File: src/hdl/double_hash_table_engine_macros.svh
// assertion helpers for the hash table engine
`ifndef DOUBLE_HASH_TABLE_ENGINE_MACROS_SVH
`define DOUBLE_HASH_TABLE_ENGINE_MACROS_SVH

// property holds at every clock edge outside reset
`define DHT_ASSERT_CLK(lbl, prop, msg) \
	lbl: assert property (@(posedge clk) disable iff (!arst_n) (prop)) else $error(msg);

// antecedent implies consequent in the following cycle
`define DHT_ASSERT_NEXT(lbl, ante, cons, msg) \
	lbl: assert property (@(posedge clk) disable iff (!arst_n) (ante) |=> (cons)) \
		else $error(msg);

`endif

File: src/hdl/dht_pkg.sv
package dht_pkg;
	localparam int TABLE_SIZE_DEF    = 8191;
	localparam int MAX_KEY_BYTES_DEF = 8;
	localparam logic [31:0] MIX_MULT    = 32'h5bd1e995;
	localparam int          MIX_SHIFT   = 15;
	localparam logic [31:0] SEED1_RESET = 32'h12345678;
	localparam logic [31:0] SEED2_RESET = 32'h87654321;

	localparam logic [1:0] OP_INSERT = 2'd0;
	localparam logic [1:0] OP_SEARCH = 2'd1;
	localparam logic [1:0] OP_REMOVE = 2'd2;

	localparam logic [1:0] ST_OK       = 2'd0;
	localparam logic [1:0] ST_NOTFOUND = 2'd1;
	localparam logic [1:0] ST_FULL     = 2'd2;

	localparam logic [1:0] SL_EMPTY   = 2'd0;
	localparam logic [1:0] SL_LIVE    = 2'd1;
	localparam logic [1:0] SL_DELETED = 2'd2;

	localparam logic CFG_PRIMARY = 1'b0;
	localparam logic CFG_STEP    = 1'b1;

	typedef enum logic [3:0] {
		S_CLEAR, S_IDLE, S_HASH_X, S_HASH_M, S_HASH_S, S_ADDR, S_MOD,
		S_READ, S_WAIT, S_EVAL, S_DONE
	} state_t;

	typedef struct packed {
		logic clr_step;
		logic load;
		logic hash_xor;
		logic hash_mul;
		logic hash_shift;
		logic addr_calc;
		logic mod_step;
		logic rd;
		logic eval;
	} cmd_t;

	typedef struct packed {
		logic clr_done;
		logic hash_done;
		logic mod_done;
		logic stop;
		logic quick_fail;
	} sts_t;
endpackage

File: src/hdl/dht_ctrl.sv
module dht_ctrl (
	input  logic              clk,
	input  logic              arst_n,
	input  logic              req_valid,
	output logic              req_ready,
	output logic              rsp_valid,
	input  logic              rsp_ready,
	input  dht_pkg::sts_t     sts,
	output dht_pkg::cmd_t     cmd
);
	dht_pkg::state_t state_q, state_d;

	always_ff @(posedge clk or negedge arst_n) begin
		if (!arst_n) state_q <= dht_pkg::S_CLEAR;
		else state_q <= state_d;
	end

	always_comb begin
		state_d = state_q;
		case (state_q)
			dht_pkg::S_CLEAR: if (sts.clr_done) state_d = dht_pkg::S_IDLE;
			dht_pkg::S_IDLE: if (req_valid) state_d = dht_pkg::S_HASH_X;
			dht_pkg::S_HASH_X: begin
				if (sts.hash_done) state_d = sts.quick_fail ? dht_pkg::S_DONE : dht_pkg::S_ADDR;
				else state_d = dht_pkg::S_HASH_M;
			end
			dht_pkg::S_HASH_M: state_d = dht_pkg::S_HASH_S;
			dht_pkg::S_HASH_S: state_d = dht_pkg::S_HASH_X;
			dht_pkg::S_ADDR: state_d = dht_pkg::S_MOD;
			dht_pkg::S_MOD: if (sts.mod_done) state_d = dht_pkg::S_READ;
			dht_pkg::S_READ: state_d = dht_pkg::S_WAIT;
			dht_pkg::S_WAIT: state_d = dht_pkg::S_EVAL;
			dht_pkg::S_EVAL: state_d = sts.stop ? dht_pkg::S_DONE : dht_pkg::S_ADDR;
			dht_pkg::S_DONE: if (rsp_ready) state_d = dht_pkg::S_IDLE;
			default: state_d = dht_pkg::S_IDLE;
		endcase
	end

	always_comb begin
		cmd = '0;
		req_ready = 1'b0;
		rsp_valid = 1'b0;
		case (state_q)
			dht_pkg::S_CLEAR: cmd.clr_step = !sts.clr_done;
			dht_pkg::S_IDLE: begin
				req_ready = 1'b1;
				cmd.load = req_valid;
			end
			dht_pkg::S_HASH_X: cmd.hash_xor = !sts.hash_done;
			dht_pkg::S_HASH_M: cmd.hash_mul = 1'b1;
			dht_pkg::S_HASH_S: cmd.hash_shift = 1'b1;
			dht_pkg::S_ADDR: cmd.addr_calc = 1'b1;
			dht_pkg::S_MOD: cmd.mod_step = 1'b1;
			dht_pkg::S_READ: cmd.rd = 1'b1;
			dht_pkg::S_EVAL: cmd.eval = 1'b1;
			dht_pkg::S_DONE: rsp_valid = 1'b1;
			default: ;
		endcase
	end
endmodule

File: config.mk
export PLATFORM = sky130hd
export DESIGN_NAME = dht_ctrl
export DESIGN_NICKNAME = d
export VERILOG_FILES = /design/src/hdl/double_hash_table_engine_macros.svh /design/src/hdl/dht_pkg.sv /design/src/hdl/dht_ctrl.sv
export SDC_FILE = /design/constraint.sdc
export NUM_CORES = 1
export LEC_CHECK = 0
export BUFFER_PORTS_ARGS = -buffer_cell sky130_fd_sc_hd__buf_2
export CORE_AREA = 5 5 42 44
export DETAILED_ROUTE_END_ITERATION = 8
export DIE_AREA = 0 0 47 49
export HOLD_SLACK_MARGIN = 0.1
export SLEW_MARGIN = 20
export SYNTH_ARGS = -nofsm -noshare
export SYNTH_HDL_FRONTEND = slang
export SYNTH_SLANG_ARGS = --single-unit
File: constraint.sdc
create_clock -name clk -period 1.6 [get_ports clk]
set_input_delay 0.32 -clock clk [delete_from_list [all_inputs] [get_ports clk]]
set_output_delay 0.32 -clock clk [all_outputs]
set_load 0.01 [all_outputs]
After elaboration in Yosys (flattened, before gate mapping) --
Index checks and enable logic that the tools add are counted.
Operators by class: multiplexer cells 19, reductions and logical operators 4, eq/ne operators 14
Operators by type and width (number):
- one-hot mux 4 bit (11 select lines) | 1
- two-way mux 4 bit | 7
- == test 4 x 3 -> 1 bit (second input constant) | 4
- == test 4 bit (second input constant) | 3
- two-way mux 1 bit | 11
- == test 4 x 2 -> 1 bit (second input constant) | 2
- != test 2 bit (second input constant) | 4
- == test 4 x 1 -> 1 bit (second input constant) | 1
- zero test 4 bit | 1
- AND reduction 4 bit | 1
- zero test 1 bit | 2
Storage, ports and cells: output and inout bits 11, word-level logic and storage cells 38, input bits 9, register bits 4

Depth between registers and ports, before layout --
Gate-level depths: netlist of run 1.
depth in word-level cells 3, gate-level depth with buffers 5, mapped depth without buffers 4

Least setup slack after synthesis of run 1 --
No wires, ideal clock.
path kind register to register, start register state_q[1], end register state_q[1], slack 0.093 ns, clock period less this slack 1.507 ns, stages on the path, launching flop included 5, path buffers 0, setup time 0.125 ns, data required time 1.475 ns, arrival time 1.382 ns, path through dfrtp_1 > nand2b_1 > o32a_1 > o32ai_2 > mux2_4
Between the ends: word-level cells in the longest chain between the ends 3, elaborated cells between the ends (all ways) 17, classes of those cells eq/ne: 14; mux: 1; reduce/logical: 2
Ends and longest elaborated chain:
- from (decl) | RTL line dht_ctrl.sv:11 | dht_pkg::state_t state_q, state_d;
- from (signal assigned) | RTL line dht_ctrl.sv:14 | if (!arst_n) state_q <= dht_pkg::S_CLEAR;
- from (signal assigned) | RTL line dht_ctrl.sv:15 | else state_q <= state_d;
- == test 4 x 3 -> 1 bit, or another cell as far along | RTL line dht_ctrl.sv:20 | case (state_q)
- != test 2 bit (no source line)
- AND reduction 4 bit (no source line)
Several ways; a longest one is shown, not always the timed one. A chain may end at the register's enable or synchronous reset.

==> results_dict.tcl, run 1 <==
set metrics [dict create \
    outcome "complete, no violations" \
    rsz0062_at_grt "true" \
    io_pins 20 \
    h-tree-depth 1 \
    wire_per_inst_um 12.28 \
    drive_above_1_share_pct 51.16 \
    port-buffer-count 19 \
    cap_violations 0 \
    synthFlopType "dfrtp_1" \
    layout_commonest_cell "buf_2" \
    avgSynthCellArea_um2 7.484 \
    rows 14 \
    cp-start-kind "flip-flop" \
    path_buf_inv 1 \
    top_register "state_q" \
    cts_root_buffer "clkbuf_4" \
    swShare_pct 42.81 \
    max_freq_ghz 0.6289 \
    largest_reg_flops 4 \
    clock_latency_ns 0.23 \
    grt_first_pass_wirelength_um 2090 \
    drc 0 \
    clock_skew_ns 0.00008048 \
    coreArea_um2 1401 \
    final_cells 102 \
    max_slew_margin_pct 80.13 \
    gr-total-overflow 0 \
    yosysSeqAreaShare_pct 24.77 \
    crit_required_ns 1.28 \
    synth_warnings 0 \
    die_y_um 49 \
    synth_edf_count 0 \
    synth-xor-area-share_pct 0 \
    period_minus_slack_ns 1.590 \
    antenna_found_initial 0 \
    slowest_delay_ns 0.41 \
    clk_pin_slew_ns 0.03 \
    intPower_w 0.0007436 \
    cts_tree "yes" \
    detail_route.vias_per_cell 4.951 \
    clock_sinks 4 \
    worst_pin_slew_ns 0.2981 \
    cpMaxStageDelayCell "dfrtp_2" \
    drt-total-wl_um 1253 \
    cts.path.max_buffers 2 \
    critPathArrivalTime_ns 1.27 \
    n_antenna_cell 0 \
    cp-end-kind "output port" \
    cts_made_buffers 3 \
    synthArstFlopShare_pct 100.0 \
    grt.total_usage_pct 12.16 \
    finalHoldViolCount 0 \
    die_area_um2 2303 \
    pwr-share-comb_pct 75.7 \
    top_regs "state_q x4" \
    layout_common_cells "19 x buf_2, 10 x buf_4, 6 x nand2b_1, 6 x nor2_1" \
    die_x_um 47 \
    initial_utilization_pct 28.84 \
    drt_pass1_iterations 4 \
    finalSetupViolations 0 \
    worstSetupPathType "reg2out" \
    synth_compound_area_share_pct 30.03 \
    peakVddDrop_v 0.0009975 \
    multi_input_area_um2 301.5 \
    period_share_pct 99.38 \
    fill_cells 157 \
    p_leak_nw 0.3283 \
    slew_viol_final 0 \
    synthAdderAreaFrac_pct 0 \
    grt_pass1_vias 504 \
    dpl.hpwl_um 890.6 \
    syn_nets 63 \
    switching_power_w 0.0005566 \
    place_inst 91 \
    seq_power_share_pct 15.1 \
    p_clk_share_pct 9.2 \
    synth-simple-area-share_pct 32.82 \
    synth.mux.area_fraction_pct 6.192 \
    seqCellArea_um2 102.6 \
    power_density_nw_per_um2 1968 \
    grt_start_max_net_pins 13 \
    area_growth_syn_to_layout_pct 63.47 \
    crit_fanout 5 \
    synth_cells 54 \
    finish.utilization_pct 47.14 \
    gp_congestion 0.7683 \
    critPathTopFamily "simple AND/OR/NAND/NOR gates" \
    crit_path_cell_trace "or2_4, nor2_2, and2_1, buf_2" \
    synth_top_family_by_area "simple AND/OR/NAND/NOR gates" \
    ys_types 28 \
    min_path_type "in2reg" \
    antenna_left 0 \
    netlist_area_um2 404.1 \
    synth_seq_cells 4 \
    vias 505 \
    fin_nets 97 \
    drt-initial-drc-count 4 \
]
-- worst paths after layout --
kind                             from          to  slack (ns)  cells past startpoint
max                        state_q[3]      cmd[7]        0.01                      4
min                         rsp_ready  state_q[3]        0.42                      3
max reg2reg                state_q[1]  state_q[1]        0.06                      5
min reg2reg                state_q[2]  state_q[3]        0.72                      2
max in group asynchronous      arst_n  state_q[2]        1.04                      2
min in group asynchronous      arst_n  state_q[3]        0.43                      2
-- power by group through the flow --
| stage | logic, W | clock network, W | registers [W] |
|---|---|---|---|
| global route | 0.00109 | 0.000138 | 0.000203 |
| CTS | 0.000949 | 0.000127 | 0.000194 |
| detailed placement | 0.000746 | 0 | 0.000225 |
| global placement | 0.000747 | 0 | 0.000224 |
| floorplan | 0.000530 | 0 | 0.000196 |
| finish | 0.000984 | 0.000119 | 0.000197 |
-- cell usage after synthesis (2+ instances only) --
library cell,n,area share (%)
dfrtp_1,4,25
a21oi_1,2,2.5
nand2_1,3,2.8
nor2_1,8,7.4
inv_1,3,2.8
o21ai_0,3,3.7
nor3_1,4,5.0
buf_2,2,2.5
nand2b_1,6,9.3
-- tightest hold or removal path, cell delays in order --
cell	delay, ns
buf_2	0.09
o22a_1	0.12
o22ai_1	0.07
-- timing repair --
action,in CTS,in global routing
pin swaps,1,3
endpoints found under the setup margin,8,7
endpoints found under the hold margin,4,0
cloned,0,0
hold buffers,1,0
gates resized for setup,7,3
setup buffers,7,0
-- per-layer routing --
layer / track usage, % / wire [um] / vias up
li1: - / - / 264
met2: 17.87 / 624 / 15
met1: 15.33 / 531 / 224
met5: 0 / 0 / -
met4: 5.069 / 14 / 0
met3: 4.797 / 82 / 2
-- cell families after synthesis --
kind of cell	Yosys count
AND/OR/NAND/NOR	26
flip-flops	4
multiplexers	2
buffers and inverters	6
AO/OA/AOI/OAI	16
-- area by class of cell --
cell class,instances,area share [%]
Tap cell,16,3.030
Multi-Input combinational cell,44,45.64
Clock buffer,3,3.409
Timing Repair Buffer,32,30.68
Inverter,3,1.705
Sequential cell,4,15.53
-- per-stage QoR --
stage                     setup TNS [ns]  hold WS (ns)  worst slack (ns)   power, W  instance area, um^2
after global placement                 0        0.1307           0.09081  0.0009713                543.0
after CTS                              0        0.4141          0.001509   0.001271                649.4
final                                  0        0.4188          0.009987   0.001300                660.6
after floorplan                        0       0.02441           0.09285  0.0007269                404.1
after detailed placement               0        0.1312           0.06801  0.0009714                543.0
after global routing             -0.1834        0.4218          -0.05867   0.001429                660.6
(Power assumes the default switching activity.)
==> run 2, diff against run 1 <==
- ABC_AREA: unset -> 1
- BUFFER_PORTS_ARGS: -buffer_cell sky130_fd_sc_hd__buf_2 -> unset
- DONT_BUFFER_PORTS: unset -> 1
==> results_dict.tcl, run 2 <==
set metrics [dict create \
    antenna_left 0 \
    placed_area_um2 462.9 \
    gr-total-overflow 0 \
    synth_warnings 0 \
    initial_utilization_pct 30.54 \
    synth_top_area_share_pct 23.39 \
    final_cells 90 \
    area_growth_syn_to_layout_pct 22.51 \
    die_x_um 47 \
    crit_required_ns 1.28 \
    drt-initial-drc-count 9 \
    port-buffer-count 0 \
    io_pins 20 \
    gr-usage-met3_pct 3.690 \
    grt_first_pass_wirelength_um 1904 \
    cts_made_buffers 3 \
    layout_commonest_cell "nand2_1" \
    clk_pin_slew_ns 0.04 \
    cts_tree "yes" \
    dpl.hpwl_um 931.6 \
    layout_common_cells "15 x nand2_1, 9 x inv_1, 6 x nor2_1, 6 x nand3_1" \
    clock_latency_ns 0.23 \
    worst_pin_slew_ns 0.3103 \
    period_minus_slack_ns 1.543 \
    peakVddDrop_v 0.0007657 \
    fin_nets 85 \
    netlist_area_um2 427.9 \
    max_freq_ghz 0.6479 \
    synthTopCellsByArea "dfrtp_1 23%, nand2_1 13%, inv_1 7.9%" \
    synth_seq_cells 4 \
    cp-end-kind "output port" \
    vias 460 \
    die_y_um 49 \
    drt-total-wl_um 1127 \
    finalHoldViolCount 0 \
    synth_edf_count 0 \
    synth_cells 67 \
    clock_skew_ns 0.003988 \
    min_path_type "in2reg" \
    worst_slack_ns 0.05665 \
    drt_pass1_iterations 4 \
    synth_top_area_cell "dfrtp_1" \
    power_density_nw_per_um2 1830 \
    clock_sinks 4 \
    period_share_pct 96.46 \
    ys_types 18 \
    synthArstFlopShare_pct 100.0 \
    critPathArrivalTime_ns 1.22 \
    yosysSeqAreaShare_pct 23.39 \
    antenna_found_initial 0 \
    dp_slack_ns 0.2310 \
    final_cell_area_um2 524.3 \
    syn_nets 76 \
    synth.top_cells.by_count "15 x nand2_1, 9 x inv_1, 7 x nor2_1" \
    met2_usage_pct 14.93 \
    cts.path.max_buffers 2 \
    crit_fanout 7 \
    grt_pass1_vias 434 \
    p_leak_nw 0.2642 \
    synthFlopType "dfrtp_1" \
    synth_most_common_cell "nand2_1" \
    grtUsageMet1_pct 16.34 \
    grt.total_usage_pct 11.00 \
    max_slew_margin_pct 79.24 \
    slew_viol_final 0 \
    die_area_um2 2303 \
    multi_input_area_um2 296.5 \
    cp-start-kind "flip-flop" \
    cap_violations 0 \
    grt.busiest_layer "met1" \
    outcome "complete, no violations" \
    place_inst 85 \
    drc 0 \
    avgSynthCellArea_um2 6.387 \
    seqCellArea_um2 103.9 \
    drive_above_1_share_pct 37.84 \
    gp_congestion 0.9042 \
    top_regs "state_q x4" \
    worstSetupPathType "reg2out" \
    wire_per_inst_um 12.52 \
    h-tree-depth 1 \
    n_antenna_cell 0 \
    largest_reg_flops 4 \
    finalSetupViolations 0 \
    grt_start_max_net_pins 9 \
    fill_cells 171 \
    detail_route.vias_per_cell 5.111 \
    top_register "state_q" \
    hold_ws_ns 0.2755 \
    cts_root_buffer "clkbuf_4" \
    rows 14 \
    coreArea_um2 1401 \
]
## run 2: changes by cell type after synthesis, sizes merged, moves of 2 or more
cell     previous run  this run
nand2               3        16
inv                 3        13
nor2                8        14
nand3               0         8
buf                 2         0
o2111ai             0         2
nand2b              6         0
## run 2: what timing repair did
action | in CTS | in global routing
hold buffers | 1 | 0
hold endpoints to repair | 4 | 0
resized for setup | 1 | 6
endpoints found under the setup margin | 1 | 5
buffers inserted | 0 | 1
pin swaps | 0 | 1
## run 2: area by class of cell
class	count	share of cell area (%)
Sequential cell	4	19.81
Tap cell	16	3.819
Timing Repair Buffer	4	6.205
Clock buffer	3	4.296
Multi-Input combinational cell	50	56.56
Inverter	13	9.308
## run 2: kinds of logic after synthesis
family | count (synthesis) | synth area share [%]
compound gates | 7 | 9.941
simple gates | 43 | 55.26
flops | 4 | 23.39
buf+inv | 13 | 11.40
## run 2: worst paths after layout
path / start / depth (start not counted) / to / slack, ns
worst max-delay path: state_q[1] / 4 / cmd[6] / 0.06
worst min-delay path: sts[1] / 2 / state_q[3] / 0.28
worst max register to register: state_q[3] / 5 / state_q[2] / 0.38
worst min register to register: state_q[1] / 2 / state_q[1] / 0.65
max in group asynchronous: arst_n / 1 / state_q[0] / 1.05
min in group asynchronous: arst_n / 1 / state_q[1] / 0.36
## run 2: stage by stage
stage,TNS (ns),total power (W),utilization [%]
after CTS,0,0.0009212,35.45
final,0,0.0009592,37.41
after detailed placement,0,0.0007854,33.04
after global placement,0,0.0007834,33.04
after floorplan,0,0.0006489,-
after global routing,-0.004432,0.001063,37.41
## run 2: worst max-delay path, stage by stage (launching register included)
cell and delay [ns]:
dfrtp_2 0.45, inv_2 0.08, nor2_4 0.15, nand2_1 0.12, nor2_1 0.20
## run 2: layer usage
layer  vias up  wire, um
li1        234         -
met3         0        96
met2        20       556
met4         0         0
met5         -         0
met1       206       474
## run 2: power by group
group	internal, W	switching [W]
clock network	0.0000836	0.0000375
logic	0.000206	0.000384
registers	0.000152	0.0000953
total	0.000442	0.000517
==> run 3, diff against run 2 <==
- CELL_PAD_IN_SITES_DETAIL_PLACEMENT: unset -> 0
- CELL_PAD_IN_SITES_GLOBAL_PLACEMENT: unset -> 2
- CORE_AREA: 5 5 42 44 -> unset
- CORE_ASPECT_RATIO: unset -> 1.1
- CORE_MARGIN: unset -> 5
- CORE_UTILIZATION: unset -> 25
- DIE_AREA: 0 0 47 49 -> unset
- PLACE_DENSITY_LB_ADDON: unset -> 0.1
==> results_dict.tcl, run 3 (same netlist as run 2, synthesis figures left out) <==
set metrics [dict create \
    drt-initial-drc-count 13 \
    coreArea_um2 1595 \
    final_cell_area_um2 521.8 \
    path_buf_inv 0 \
    clock_latency_ns 0.23 \
    worst_pin_slew_ns 0.3164 \
    dpl.hpwl_um 1054 \
    drt_pass1_iterations 5 \
    peakVddDrop_v 0.0008015 \
    antenna_found_initial 0 \
    die_x_um 49.45 \
    top_register "state_q" \
    dp_slack_ns 0.2138 \
    largest_reg_flops 4 \
    clk_pin_slew_ns 0.04 \
    port-buffer-count 0 \
    max_slew_margin_pct 78.83 \
    min_path_type "in2reg" \
    cap_violations 0 \
    clock_sinks 4 \
    finalHoldViolCount 0 \
    gp_congestion 0.7113 \
    worst_slack_ns 0.05938 \
    n_antenna_cell 0 \
    antenna_left 0 \
    layout_commonest_cell "nand2_1" \
    setup_tns_ns 0 \
    placed_area_um2 456.7 \
    grt_start_max_net_pins 9 \
    drc 0 \
    outcome "complete, no violations" \
    clock_skew_ns 0.003712 \
    cts_root_buffer "clkbuf_4" \
    worstSetupPathType "reg2out" \
    gr-total-overflow 0 \
    top_regs "state_q x4" \
    grt.total_usage_pct 10.05 \
    vias 472 \
    cp-start-kind "flip-flop" \
    period_share_pct 96.29 \
    initial_utilization_pct 26.82 \
    cts_tree "yes" \
    power_density_nw_per_um2 1858 \
    area_growth_syn_to_layout_pct 21.93 \
    max_freq_ghz 0.6491 \
    slew_viol_final 0 \
    cts_made_buffers 3 \
    grt_first_pass_wirelength_um 1952 \
    period_minus_slack_ns 1.541 \
    die_area_um2 2640 \
    critPathArrivalTime_ns 1.22 \
    grt_pass1_vias 445 \
    die_y_um 53.39 \
    cpMaxStageDelayCell "dfrtp_1" \
    cp-end-kind "output port" \
    rsz0062_at_grt "false" \
    slowest_delay_ns 0.44 \
    p_leak_nw 0.2642 \
    fill_cells 171 \
    hold_ws_ns 0.2905 \
    drive_above_1_share_pct 37.84 \
    crit_required_ns 1.28 \
    finalSetupViolations 0 \
    h-tree-depth 1 \
    rows 15 \
    fin_nets 85 \
    wire_per_inst_um 13.73 \
    finish.utilization_pct 32.71 \
    cts.path.max_buffers 2 \
    io_pins 20 \
    drt-total-wl_um 1249 \
    layout_common_cells "15 x nand2_1, 9 x inv_1, 6 x nor2_2, 6 x nand3_1, 5 x nor2_1" \
    crit_fanout 7 \
    detail_route.vias_per_cell 5.187 \
    crit_path_cell_trace "nor2_4, nand2_1, nor2_1" \
    critPathTopFamily "simple AND/OR/NAND/NOR gates" \
]
==> run 3: cell counts in the layout (fill, tap and decap cells not counted) <==
No cell type changed its count.
==> run 3: routing by layer <==
| metal | global-route usage [%] | wire, um | vias up |
|---|---|---|---|
| met5 | 0 | 0 | - |
| met4 | 3.930 | 27 | 0 |
| met3 | 5.352 | 99 | 6 |
| met2 | 17.17 | 603 | 28 |
| met1 | 10.33 | 519 | 205 |
| li1 | - | - | 233 |
==> run 3: final timing paths <==
check | startpoint | to | slack [ns] | cells after the start
setup / recovery | state_q[2] | cmd[7] | 0.06 | 3
hold / removal | req_valid | state_q[0] | 0.29 | 3
setup reg to reg | state_q[2] | state_q[0] | 0.33 | 7
hold reg to reg | state_q[1] | state_q[1] | 0.64 | 2
max in group asynchronous | arst_n | state_q[1] | 1.04 | 1
min in group asynchronous | arst_n | state_q[2] | 0.36 | 1
==> run 3: cell type report <==
type / count / area (um^2) / share of cell area [%]
Inverter: 13 / 48.80 / 9.353
Multi-Input combinational cell: 50 / 294.0 / 56.35
Clock buffer: 3 / 22.52 / 4.317
Timing Repair Buffer: 4 / 32.53 / 6.235
Sequential cell: 4 / 102.6 / 19.66
Tap cell: 17 / 21.27 / 4.077
==> run 3: tightest hold or removal path, cell delays in order <==
cell     delay [ns]
inv_1          0.04
nand3_2        0.07
nand2_1        0.05
==> run 3: timing repair <==
| item | in CTS | in global routing |
|---|---|---|
| hold buffers | 1 | 0 |
| setup buffers | 0 | 2 |
| gates resized for setup | 1 | 5 |
| hold endpoints to repair | 4 | 0 |
| endpoints found under the setup margin | 1 | 6 |
| pin swaps | 0 | 1 |
==> run 3: metrics by stage <==
| step | instances | total power [W] |
|---|---|---|
| 2_1_floorplan | 67 | 0.0006489 |
| 3_3_place_gp | 85 | 0.0008085 |
| 3_5_place_dp | 85 | 0.0007775 |
| 4_1_cts | 89 | 0.0009208 |
| 5_1_grt | 91 | 0.001058 |
| 6_report | 91 | 0.0009695 |
==> run 3: power breakdown <==
group | total [W] | internal, W | switching (W)
logic | 0.000604 | 0.000212 | 0.000392
registers | 0.000244 | 0.000151 | 0.0000930
clock network | 0.000122 | 0.0000836 | 0.0000379
